File: config.mk
export PLATFORM = sky130hd
export DESIGN_NAME = fra_cell
export DESIGN_NICKNAME = d
export VERILOG_FILES = /design/src/rtl/fra_pkg.sv /design/src/rtl/fra_cell.sv
export SDC_FILE = /design/constraint.sdc
export NUM_CORES = 1
export LEC_CHECK = 0
export ABC_AREA = 0
export BUFFER_PORTS_ARGS = -buffer_cell sky130_fd_sc_hd__buf_2
export CAP_MARGIN = 20
export CORE_AREA = 4 4 104 106
export CTS_BUF_LIST = sky130_fd_sc_hd__clkbuf_4 sky130_fd_sc_hd__clkbuf_8
export DETAILED_ROUTE_END_ITERATION = 6
export DIE_AREA = 0 0 108 110
export GPL_ROUTABILITY_DRIVEN = 0
export PLACE_DENSITY = 0.74
export SETUP_SLACK_MARGIN = 0.5
export SYNTH_ARGS = -nofsm -noshare
export SYNTH_HDL_FRONTEND = slang
export SYNTH_SLANG_ARGS = --single-unit
File: constraint.sdc
create_clock -name clock -period 6.7 [get_ports clock]
set_input_delay 1.005 -clock clock [delete_from_list [all_inputs] [get_ports clock]]
set_output_delay 1.005 -clock clock [all_outputs]
set_load 0.005 [all_outputs]
File: src/rtl/fra_pkg.sv
// fra_pkg: shared types and constants of the free run allocator
// used by fra_cell and free_run_allocator_core; no dependencies
package fra_pkg;

   typedef enum logic [1:0] {
      CMD_TAKE    = 2'd0,
      CMD_GIVE    = 2'd1,
      CMD_TRIM    = 2'd2,
      CMD_RESERVE = 2'd3
   } cmd_type;

   typedef enum logic [1:0] {
      STS_OK       = 2'd0,
      STS_OVERFLOW = 2'd1,
      STS_FULL     = 2'd2
   } status_type;

   typedef enum logic [1:0] {
      CSR_INITIAL_ROWS = 2'd0,
      CSR_GROWTH       = 2'd1,
      CSR_HEADROOM     = 2'd2,
      CSR_FLOOR        = 2'd3
   } csr_idx_type;

   localparam logic [31:0] INITIAL_ROWS_RESET = 32'd1024;
   localparam logic [6:0]  GROWTH_RESET       = 7'd24;
   localparam logic [6:0]  HEADROOM_RESET     = 7'd4;
   localparam logic [31:0] FLOOR_RESET        = 32'd256;

   typedef struct packed {
      cmd_type     cmd;
      logic [31:0] run_start;
      logic [31:0] run_rows;
   } req_type;

   typedef struct packed {
      status_type  status;
      logic [31:0] taken_start;
      logic [31:0] pool_size;
      logic        pool_changed;
   } rsp_type;

   typedef struct packed {
      logic [31:0] start;
      logic [31:0] len;
   } ent_type;

   typedef enum logic [1:0] {
      CELL_HOLD,
      CELL_ROTATE,
      CELL_INSERT,
      CELL_DELETE
   } cell_op_type;

   typedef struct packed {
      cell_op_type op;
      logic        wen;
      ent_type     wdata;
   } cell_ctl_type;

   typedef enum logic [2:0] {
      ST_IDLE,
      ST_SCAN,
      ST_TRAIL,
      ST_MUL,
      ST_GROW,
      ST_EDIT
   } state_type;

endpackage

File: src/rtl/fra_cell.sv
// fra_cell: one entry of the free run table, a link of the cell ring
// depends on fra_pkg
module fra_cell #(
   parameter int unsigned IW  = 6,
   parameter int unsigned IDX = 0
) (
   input  logic                 clock,
   input  fra_pkg::cell_ctl_type ctl,
   input  logic [IW-1:0]        q,
   input  logic [IW-1:0]        widx,
   input  fra_pkg::ent_type     from_left,
   input  fra_pkg::ent_type     from_right,
   output fra_pkg::ent_type     ent
);

   localparam logic [IW-1:0] MY_IDX = IW'(IDX);

   fra_pkg::ent_type ent_ff;
   fra_pkg::ent_type ent_in;

   always_comb begin
      ent_in = ent_ff;
      case (ctl.op)
         fra_pkg::CELL_ROTATE: begin
            ent_in = from_right;
         end
         fra_pkg::CELL_INSERT: begin
            if (MY_IDX > q) begin
               ent_in = from_left;
            end else if (MY_IDX == q) begin
               ent_in = ctl.wdata;
            end
         end
         fra_pkg::CELL_DELETE: begin
            if (MY_IDX >= q) begin
               ent_in = from_right;
            end
         end
         default: begin
         end
      endcase
      if (ctl.wen && (MY_IDX == widx)) begin
         ent_in = ctl.wdata;
      end
   end

   always_ff @(posedge clock) begin
      ent_ff <= ent_in;
   end

   assign ent = ent_ff;

endmodule

## Word-level counts from Yosys, hierarchy flattened

Cells that the tools add are included.

- Bits of input ports: 208
- ROM bits: 0
- RAM bits: 0
- Bits in latches: 0
- Register bits after elaboration: 64
- Word-level logic and storage cells: 19
- Output and inout port bits: 64
- Memories: 0

- Reductions and logical operators: 5
- $add $sub $neg: 0
- $lt $le $gt $ge: 2
- Shifts and indexed selects: 0
- Bitwise gates (word level): 0
- Div/mod/pow operators: 0
- Muxes and demuxes: 5
- Multipliers: 0
- Equality and inequality tests: 5

Operators with widths:

| operator | number |
|---|---|
| 64-bit 2-to-1 mux | 4 |
| 64-bit one-hot mux with 3 select lines | 1 |
| 6-bit logical NOT | 2 |
| 1-bit by 6-bit >= comparator with 1-bit output (first input constant) | 1 |
| 1-bit by 6-bit greater-than comparator with 1-bit output (first input constant) | 1 |
| 2-bit == test (second input constant) | 2 |
| 4-bit inequality test (second input constant) | 1 |
| 4-bit nonzero test | 1 |
| 3-bit inequality test (second input constant) | 1 |
| 3-bit AND reduction | 1 |
| 2-bit by 1-bit == test with 1-bit output (second input constant) | 1 |
| 1-bit logical AND | 1 |

## Logic depth before layout (Yosys ltp)

Gate-level depths: netlist of run 1.

- Depth after elaboration: 5
- Gate-level depth with buffers: 4
- Depth with buffers taken out: 3

## Least setup slack after synthesis of run 1

Ideal clock, no wire load.

- Kind: input -> register
- From: input port q[5]
- To: register ent_ff (netlist bit ent[0]), enable pin
- Data required time: 6.126 ns
- Arrival time: 6.259 ns
- Stages: 3
- Setup time: 0.574 ns
- Slack: -0.134 ns
- Buffers on the path: 0
- Cell sequence: or4_1 o31a_1 o21ai_0

- Longest elaborated chain between the ends: 3
- Elaborated cells on any way between the ends: 6
- Classes of those cells: order compare (2); eq/ne (2); reduce/logical (2)

Ends and longest elaborated chain:

| item | RTL line | text |
|---|---|---|
| start, declared | fra_cell.sv:9 | `input logic [IW-1:0] q,` |
| 1-bit by 6-bit greater-than comparator with 1-bit output (tied with other cells) | fra_cell.sv:28 | `if (MY_IDX > q) begin` |
| 4-bit inequality test (no line) or 3-bit inequality test (tied branches) | -- |  |
| 3-bit AND reduction (no line) * | -- |  |
| end signal, assigned | fra_cell.sv:48 | `ent_ff <= ent_in;` |
| end, declared | fra_cell.sv:18 | `fra_pkg::ent_type ent_ff;` |

Every way passes the cells marked *; elsewhere a longest branch is shown, timed or not.
A chain may end at the register's enable or synchronous reset.

## Worst setup path in the final report of run 1

- From: input port widx[2]
- To: register ent_ff (netlist bit ent[53]), enable pin

- Longest elaborated chain between the ends: 4
- Elaborated cells on any way between the ends: 6
- Classes of those cells: eq/ne (2); reduce/logical (4)

Ends and longest elaborated chain:

| item | RTL line | text |
|---|---|---|
| start, declared | fra_cell.sv:10 | `input logic [IW-1:0] widx,` |
| 6-bit logical NOT * | fra_cell.sv:42 | `if (ctl.wen && (MY_IDX == widx)) begin` |
| 1-bit logical AND * | fra_cell.sv:42 |  |
| 4-bit inequality test (no line) (tied with other cells) | -- |  |
| 3-bit AND reduction (no line) * | -- |  |

Marks and branches as above.

==> results.cfg, run 1 <==
[drt]
drt-initial-drc-count = 42
drcViolationCount = 0
avgViaCountPerCell = 4.12
detailroute.via_count = 2032
wl_cell_um = 13.7
drt_pre_antenna_iters = 3
drtAntennaViolNets = 0
wl_um = 6750

[setup_path]
cp_cell_sequence = buf_2 -> or4b_4 -> or4_1 -> o21ai_4 -> buf_4
required_ps = 6660
critical-path-max-stage-delay_ps = 630
cp_max_delay_cell = sky130_fd_sc_hd__buf_4
critical_path_class = input pin to flop
timing.critical_path.from_type = input pin
timing.critical_path.buf_inv = 2
critPathTopFamily = simple AND/OR/NAND/NOR gates
cp_max_fo = 64
worstPathArrival_ps = 2870
cp_endpoint_kind = flop

[clocking]
cts_tree = yes
cts_post_setup_buffers_inserted = 0
clock_tree.buffer_depth = 2
post_cts.resized_instances = 0
cts_bufs_inserted = 9
tritoncts_num_sinks = 64
htreeDepth = 3
quantity_of_hold_fixing_buffers_added_after_cts = 0
root_buffer = sky130_fd_sc_hd__clkbuf_8
clk_pin_slew_worst_paths_ps = 60

[global_routing]
antenna_found_initial = 0
global_route_wire_length_before_repair_um = 9400
grt-ovfl-total = 0
track_usage_pct = 10.7
grt_max_degree = 65
first_global_vias = 2059

[layout]
final_area_um2 = 4140
drive_above_1_share_pct = 79.2
antenna_cells_inserted = 0
post-route-util_pct = 42.3
area_growth_syn_to_layout_pct = 48.3
finalNetCount = 564
largest_register_ff_count = 64

[run_status]
outcome = finished clean

[synthesis]
synthesis.nets = 350
synth.cell_area_um2 = 2790
synth-warning-count = 0
seq_area_frac_synth_pct = 68.9
yosys.cell_types.count = 11
synthesis.instances = 142
avgSynthCellArea_um2 = 19.6
synth.ff_latch_count = 64

[timing]
period_needed_ps = 2920
report.final.hold_viol_count = 0
finalSetupViolations = 0
fmaxAchievable_mhz = 343
layout_worst_path_cycle_share_pct = 43.5
worstMarginPinSlew_ps = 798
finalSetupTns_ps = 0
slew_limit_fails = 0
grt_setup_unrepaired = false
worst_slew_margin_rel_pct = 46.8
fin_worst_hold_slack_ps = 952

[place]
post_dp_cell_area_um2 = 3950
dp_hpwl_um = 5230
numPortBuffers = 207

[floorplanning]
floorplan.die_area_um2 = 11900
floorplan.initialDensity_pct = 28.5
ioPinCount = 272
core_area_um2 = 9770
die_y_um = 110
num_rows = 36
die_w_um = 108

[pwr]
total_leakage_power_nw = 1.80
fin_total_pwr_uw = 955
power.density_cell_area_nw_per_um2 = 231
power.ir.vdd_worst_mv = 0.0762

[min_path]
holdPathStages = 2
worstHoldStart = from_right[39]
min_delay_worst_endpoint = ent[39]$_DFFE_PP_
hold_path_class = input pin to flop

[flow_run]
max-cap-violations = 0
[per-stage QoR]
| step | setup slack [ps] | instances |
|---|---|---|
| global route | 3720 | 493 |
| detailed placement | 3430 | 478 |
| floorplan | 1590 | 142 |
| finish | 3780 | 493 |
| global placement | 3470 | 478 |
| CTS | 3800 | 493 |
[where the power goes]
part           internal, mW  switching, mW  total [mW]
Clock                 0.176          0.136       0.312
Sequential            0.491        0.00855       0.499
Combinational        0.0841         0.0597       0.144
[cells by family after synthesis]
logic type,count (synthesis),synth area share [%]
AOI/OAI and AO/OA,3,1.48
buffers and inverters,6,2.42
DFF,64,68.9
muxes,64,25.8
and+or+nand+nor,5,1.39
[placed cells by master, fill, tap and decap left out]
master / n
sky130_fd_sc_hd__o41ai_4: 1
sky130_fd_sc_hd__o21ai_4: 1
sky130_fd_sc_hd__nor2_1: 1
sky130_fd_sc_hd__mux2_1: 5
sky130_fd_sc_hd__nand2b_1: 1
sky130_fd_sc_hd__o31a_1: 1
sky130_fd_sc_hd__clkbuf_8: 9
sky130_fd_sc_hd__edfxtp_1: 64
sky130_fd_sc_hd__or4_1: 2
sky130_fd_sc_hd__bufinv_16: 1
sky130_fd_sc_hd__clkbuf_4: 2
sky130_fd_sc_hd__clkinvlp_4: 1
sky130_fd_sc_hd__or4b_4: 1
sky130_fd_sc_hd__clkinv_1: 1
sky130_fd_sc_hd__clkinv_2: 1
sky130_fd_sc_hd__buf_4: 2
sky130_fd_sc_hd__buf_2: 207
sky130_fd_sc_hd__mux2_2: 59
[final cells by class]
class	instances	area, um2
sequential	64	1920
fill	909	5640
tap	133	166
clock inverter	4	46.3
multi-input combinational	72	812
timing repair buffer	209	1050
clock buffer	11	139
[layer usage]
| layer | share of wire (%) | vias up | track usage (%) |
|---|---|---|---|
| met4 | 1.8 | 0 | 5.41 |
| met3 | 13 | 11 | 4.66 |
| met2 | 51 | 135 | 19.2 |
| met5 | 0 | - | 0 |
| li1 | - | 991 | - |
| met1 | 34 | 895 | 10.7 |
[worst max-delay path by stage]
stage | cells past startpoint | slack [ps] | endpoint | from
5_1_grt | 5 | 3720 | ent[6]$_DFFE_PP_ | widx[2]
3_5_place_dp | 5 | 3430 | ent[5]$_DFFE_PP_ | widx[2]
2_1_floorplan | 3 | 1590 | ent[0]$_DFFE_PP_ | q[5]
6_report | 5 | 3780 | ent[53]$_DFFE_PP_ | widx[2]
4_1_cts | 5 | 3800 | ent[63]$_DFFE_PP_ | widx[2]
3_3_place_gp | 5 | 3470 | ent[63]$_DFFE_PP_ | widx[2]
[synthesized netlist by cell type]
| library cell | n | share of area (%) |
|---|---|---|
| sky130_fd_sc_hd__buf_6 | 6 | 2.4 |
| sky130_fd_sc_hd__edfxtp_1 | 64 | 69 |
| sky130_fd_sc_hd__mux2_1 | 5 | 2.0 |
| sky130_fd_sc_hd__mux2_2 | 59 | 24 |
| sky130_fd_sc_hd__nand2b_1 | 1 | 0.22 |
| sky130_fd_sc_hd__nor2_1 | 1 | 0.13 |
| sky130_fd_sc_hd__o21ai_0 | 1 | 0.18 |
| sky130_fd_sc_hd__o31a_1 | 1 | 0.31 |
| sky130_fd_sc_hd__o41ai_4 | 1 | 0.99 |
| sky130_fd_sc_hd__or4_1 | 2 | 0.54 |
| sky130_fd_sc_hd__or4b_4 | 1 | 0.49 |
Power figures use the tool's default switching activity.
==> inputs of run 2 (changes only) <==
--- a/config.mk
+++ b/config.mk
@@ -5,15 +5,15 @@
 export SDC_FILE = /design/constraint.sdc
 export NUM_CORES = 1
 export LEC_CHECK = 0
-export ABC_AREA = 0
+export ABC_AREA = 1
 export BUFFER_PORTS_ARGS = -buffer_cell sky130_fd_sc_hd__buf_2
 export CAP_MARGIN = 20
-export CORE_AREA = 4 4 104 106
+export CORE_AREA = 4 4 103 105
 export CTS_BUF_LIST = sky130_fd_sc_hd__clkbuf_4 sky130_fd_sc_hd__clkbuf_8
 export DETAILED_ROUTE_END_ITERATION = 6
-export DIE_AREA = 0 0 108 110
+export DIE_AREA = 0 0 107 109
 export GPL_ROUTABILITY_DRIVEN = 0
-export PLACE_DENSITY = 0.74
+export PLACE_DENSITY = 0.83
 export SETUP_SLACK_MARGIN = 0.5
 export SYNTH_ARGS = -nofsm -noshare
 export SYNTH_HDL_FRONTEND = slang
==> constraint.sdc (replaced) <==
create_clock -name clock -period 2.9 [get_ports clock]
set_input_delay 0.435 -clock clock [delete_from_list [all_inputs] [get_ports clock]]
set_output_delay 0.435 -clock clock [all_outputs]
set_load 0.005 [all_outputs]
==> run 2 against run 1 <==
Compared with the run above: count of clock-buffer cells in the layout decreased by 1; combinational power rose to 2.9 times the previous value; sequential power up 130%; global-route usage is 7.5 points higher; first-iteration DRC count grew to 6.5 times the previous value; clock power is 110% higher; critical path type unchanged; critical endpoint is now ent[57]$_DFFE_PP_; largest cell class unchanged; highest routed layer unchanged.
==> results.cfg, run 2 <==
[timing]
finalSetupViolations = 0
finalSetupTns_ps = 0
report.final.hold_viol_count = 0
grt_setup_unrepaired = false
period_needed_ps = 1470
fmaxAchievable_mhz = 682
slew_limit_fails = 0
worstMarginPinSlew_ps = 856
worst_slew_margin_rel_pct = 42.9
layout_worst_path_cycle_share_pct = 50.5

[clocking]
htreeDepth = 3
root_buffer = sky130_fd_sc_hd__clkbuf_8
quantity_of_hold_fixing_buffers_added_after_cts = 0
cts_tree = yes
cts_post_setup_buffers_inserted = 0
tritoncts_num_sinks = 64
post_cts.resized_instances = 0
clk_pin_slew_worst_paths_ps = 70
cts_bufs_inserted = 9
clock_tree.buffer_depth = 2

[global_routing]
antenna_found_initial = 0
gr-usage-met3_pct = 3.85
grt_max_degree = 65
use_met2_pct = 31.5
global_route_wire_length_before_repair_um = 17000
first_global_vias = 3533
grt_util_met1_pct = 22.5
grt.busiest_layer = met2
track_usage_pct = 18.2
grt-ovfl-total = 0

[synthesis]
async_flop_share_pct = 0
seq_area_frac_synth_pct = 50.7
synth_top_cells_by_count = 332 x sky130_fd_sc_hd__nand2_1, 65 x sky130_fd_sc_hd__nand3_1, 64 x sky130_fd_sc_hd__edfxtp_1
synthesis.nets = 722
ys.flop_type = sky130_fd_sc_hd__edfxtp_1
synth_top_area_cell = sky130_fd_sc_hd__edfxtp_1
synth_edf_count = 64
synth.cell_area_um2 = 3790
synth.area.top_cells = sky130_fd_sc_hd__edfxtp_1 51%, sky130_fd_sc_hd__nand2_1 33%, sky130_fd_sc_hd__nand3_1 8.6%
avgSynthCellArea_um2 = 7.37
synthesis.instances = 514
yosys.cell_types.count = 12
synth_top_cell_area_share_pct = 50.7
yosys.cell_count.top_type = sky130_fd_sc_hd__nand2_1
synth.ff_latch_count = 64
synth-warning-count = 0

[drt]
wl_cell_um = 13.1
drcViolationCount = 0
drt-initial-drc-count = 272
drtAntennaViolNets = 0
avgViaCountPerCell = 4.64
drt_pre_antenna_iters = 4
wl_um = 11100
detailroute.via_count = 3920

[setup_path]
critical_path_class = input pin to flop
timing.critical_path.from_type = input pin
required_ps = 3090
cp_endpoint_kind = flop
cp_max_fo = 64
worstPathArrival_ps = 1660

[min_path]
hold_path_class = input pin to flop
holdPathStages = 3

[layout]
largest_register_ff_count = 64
finalNetCount = 916
final_cell_mix = 331 x sky130_fd_sc_hd__nand2_1, 207 x sky130_fd_sc_hd__buf_2, 64 x sky130_fd_sc_hd__nand3_1, 64 x sky130_fd_sc_hd__edfxtp_1, 11 x sky130_fd_sc_hd__inv_1
antenna_cells_inserted = 0
number_of_fill_cells_in_the_layout = 1017
most_common_library_cell_in_the_layout_ignoring_fill_and_taps = sky130_fd_sc_hd__nand2_1
area_growth_syn_to_layout_pct = 33.1
drive_above_1_share_pct = 33.1

[floorplanning]
die_y_um = 109
floorplan.die_area_um2 = 11700
core_area_um2 = 9640
die_w_um = 107
ioPinCount = 272
floorplan.initialDensity_pct = 39.3
num_rows = 36

[pwr]
total_leakage_power_nw = 2.74
power.ir.vdd_worst_mv = 0.228
power.density_cell_area_nw_per_um2 = 436
fin_total_pwr_mw = 2.20

[run_status]
outcome = finished clean

[place]
dp_hpwl_um = 7760
numPortBuffers = 207

[flow_run]
max-cap-violations = 0
run 2: path summary, 6_finish.rpt:
check / to / slack, ps / startpoint
setup / recovery: ent[57]$_DFFE_PP_ / 1430 / ctl[66]
hold / removal: ent[21]$_DFFE_PP_ / 420 / ctl[21]
run 2: layout make-up:
type | count | area (um2) | share of cell area, %
Timing Repair Buffer | 214 | 1090 | 21.6
Multi-Input combinational cell | 405 | 1660 | 32.8
Clock buffer | 10 | 131 | 2.61
Clock inverter | 5 | 25.0 | 0.496
Sequential cell | 64 | 1920 | 38.1
Inverter | 14 | 52.6 | 1.04
Tap cell | 133 | 166 | 3.30
run 2: kinds of logic after synthesis:
group         Yosys count  synth area share (%)
buf+inv                45                  6.24
flops                  64                  50.7
simple gates          405                  43.0
run 2: critical path: stages:
cell,delay (ps)
sky130_fd_sc_hd__buf_2,130
sky130_fd_sc_hd__inv_2,70
sky130_fd_sc_hd__nor2_8,650
sky130_fd_sc_hd__nand2_1,100
sky130_fd_sc_hd__nand2_1,100
sky130_fd_sc_hd__nand2_1,50
sky130_fd_sc_hd__nand2_1,110
run 2: power breakdown:
part           internal, mW  switching (mW)  total (mW)
clock                 0.306           0.339       0.645
sequential             1.11          0.0179        1.13
combinational         0.187           0.234       0.420
total                  1.61           0.591        2.20
run 2: stage by stage:
stage / util [%] / area [um2] / hold WS, ps / std cells / setup slack [ps]
detailed placement: 50.7 / 4880 / 755 / 830 / 1090
CTS: 52.3 / 5040 / 400 / 845 / 1440
finish: 52.3 / 5040 / 416 / 845 / 1430
floorplan: - / 3800 / 652 / 514 / 949
global placement: 50.7 / 4880 / 750 / 830 / 1090
global route: 52.3 / 5040 / 408 / 845 / 1270
run 2: layer usage:
layer  part of all wire, %  vias up
li1                      -     2020
met1                    40     1728
met2                    50      155
met3                   7.8       17
met4                   1.7        0
met5                     0        -
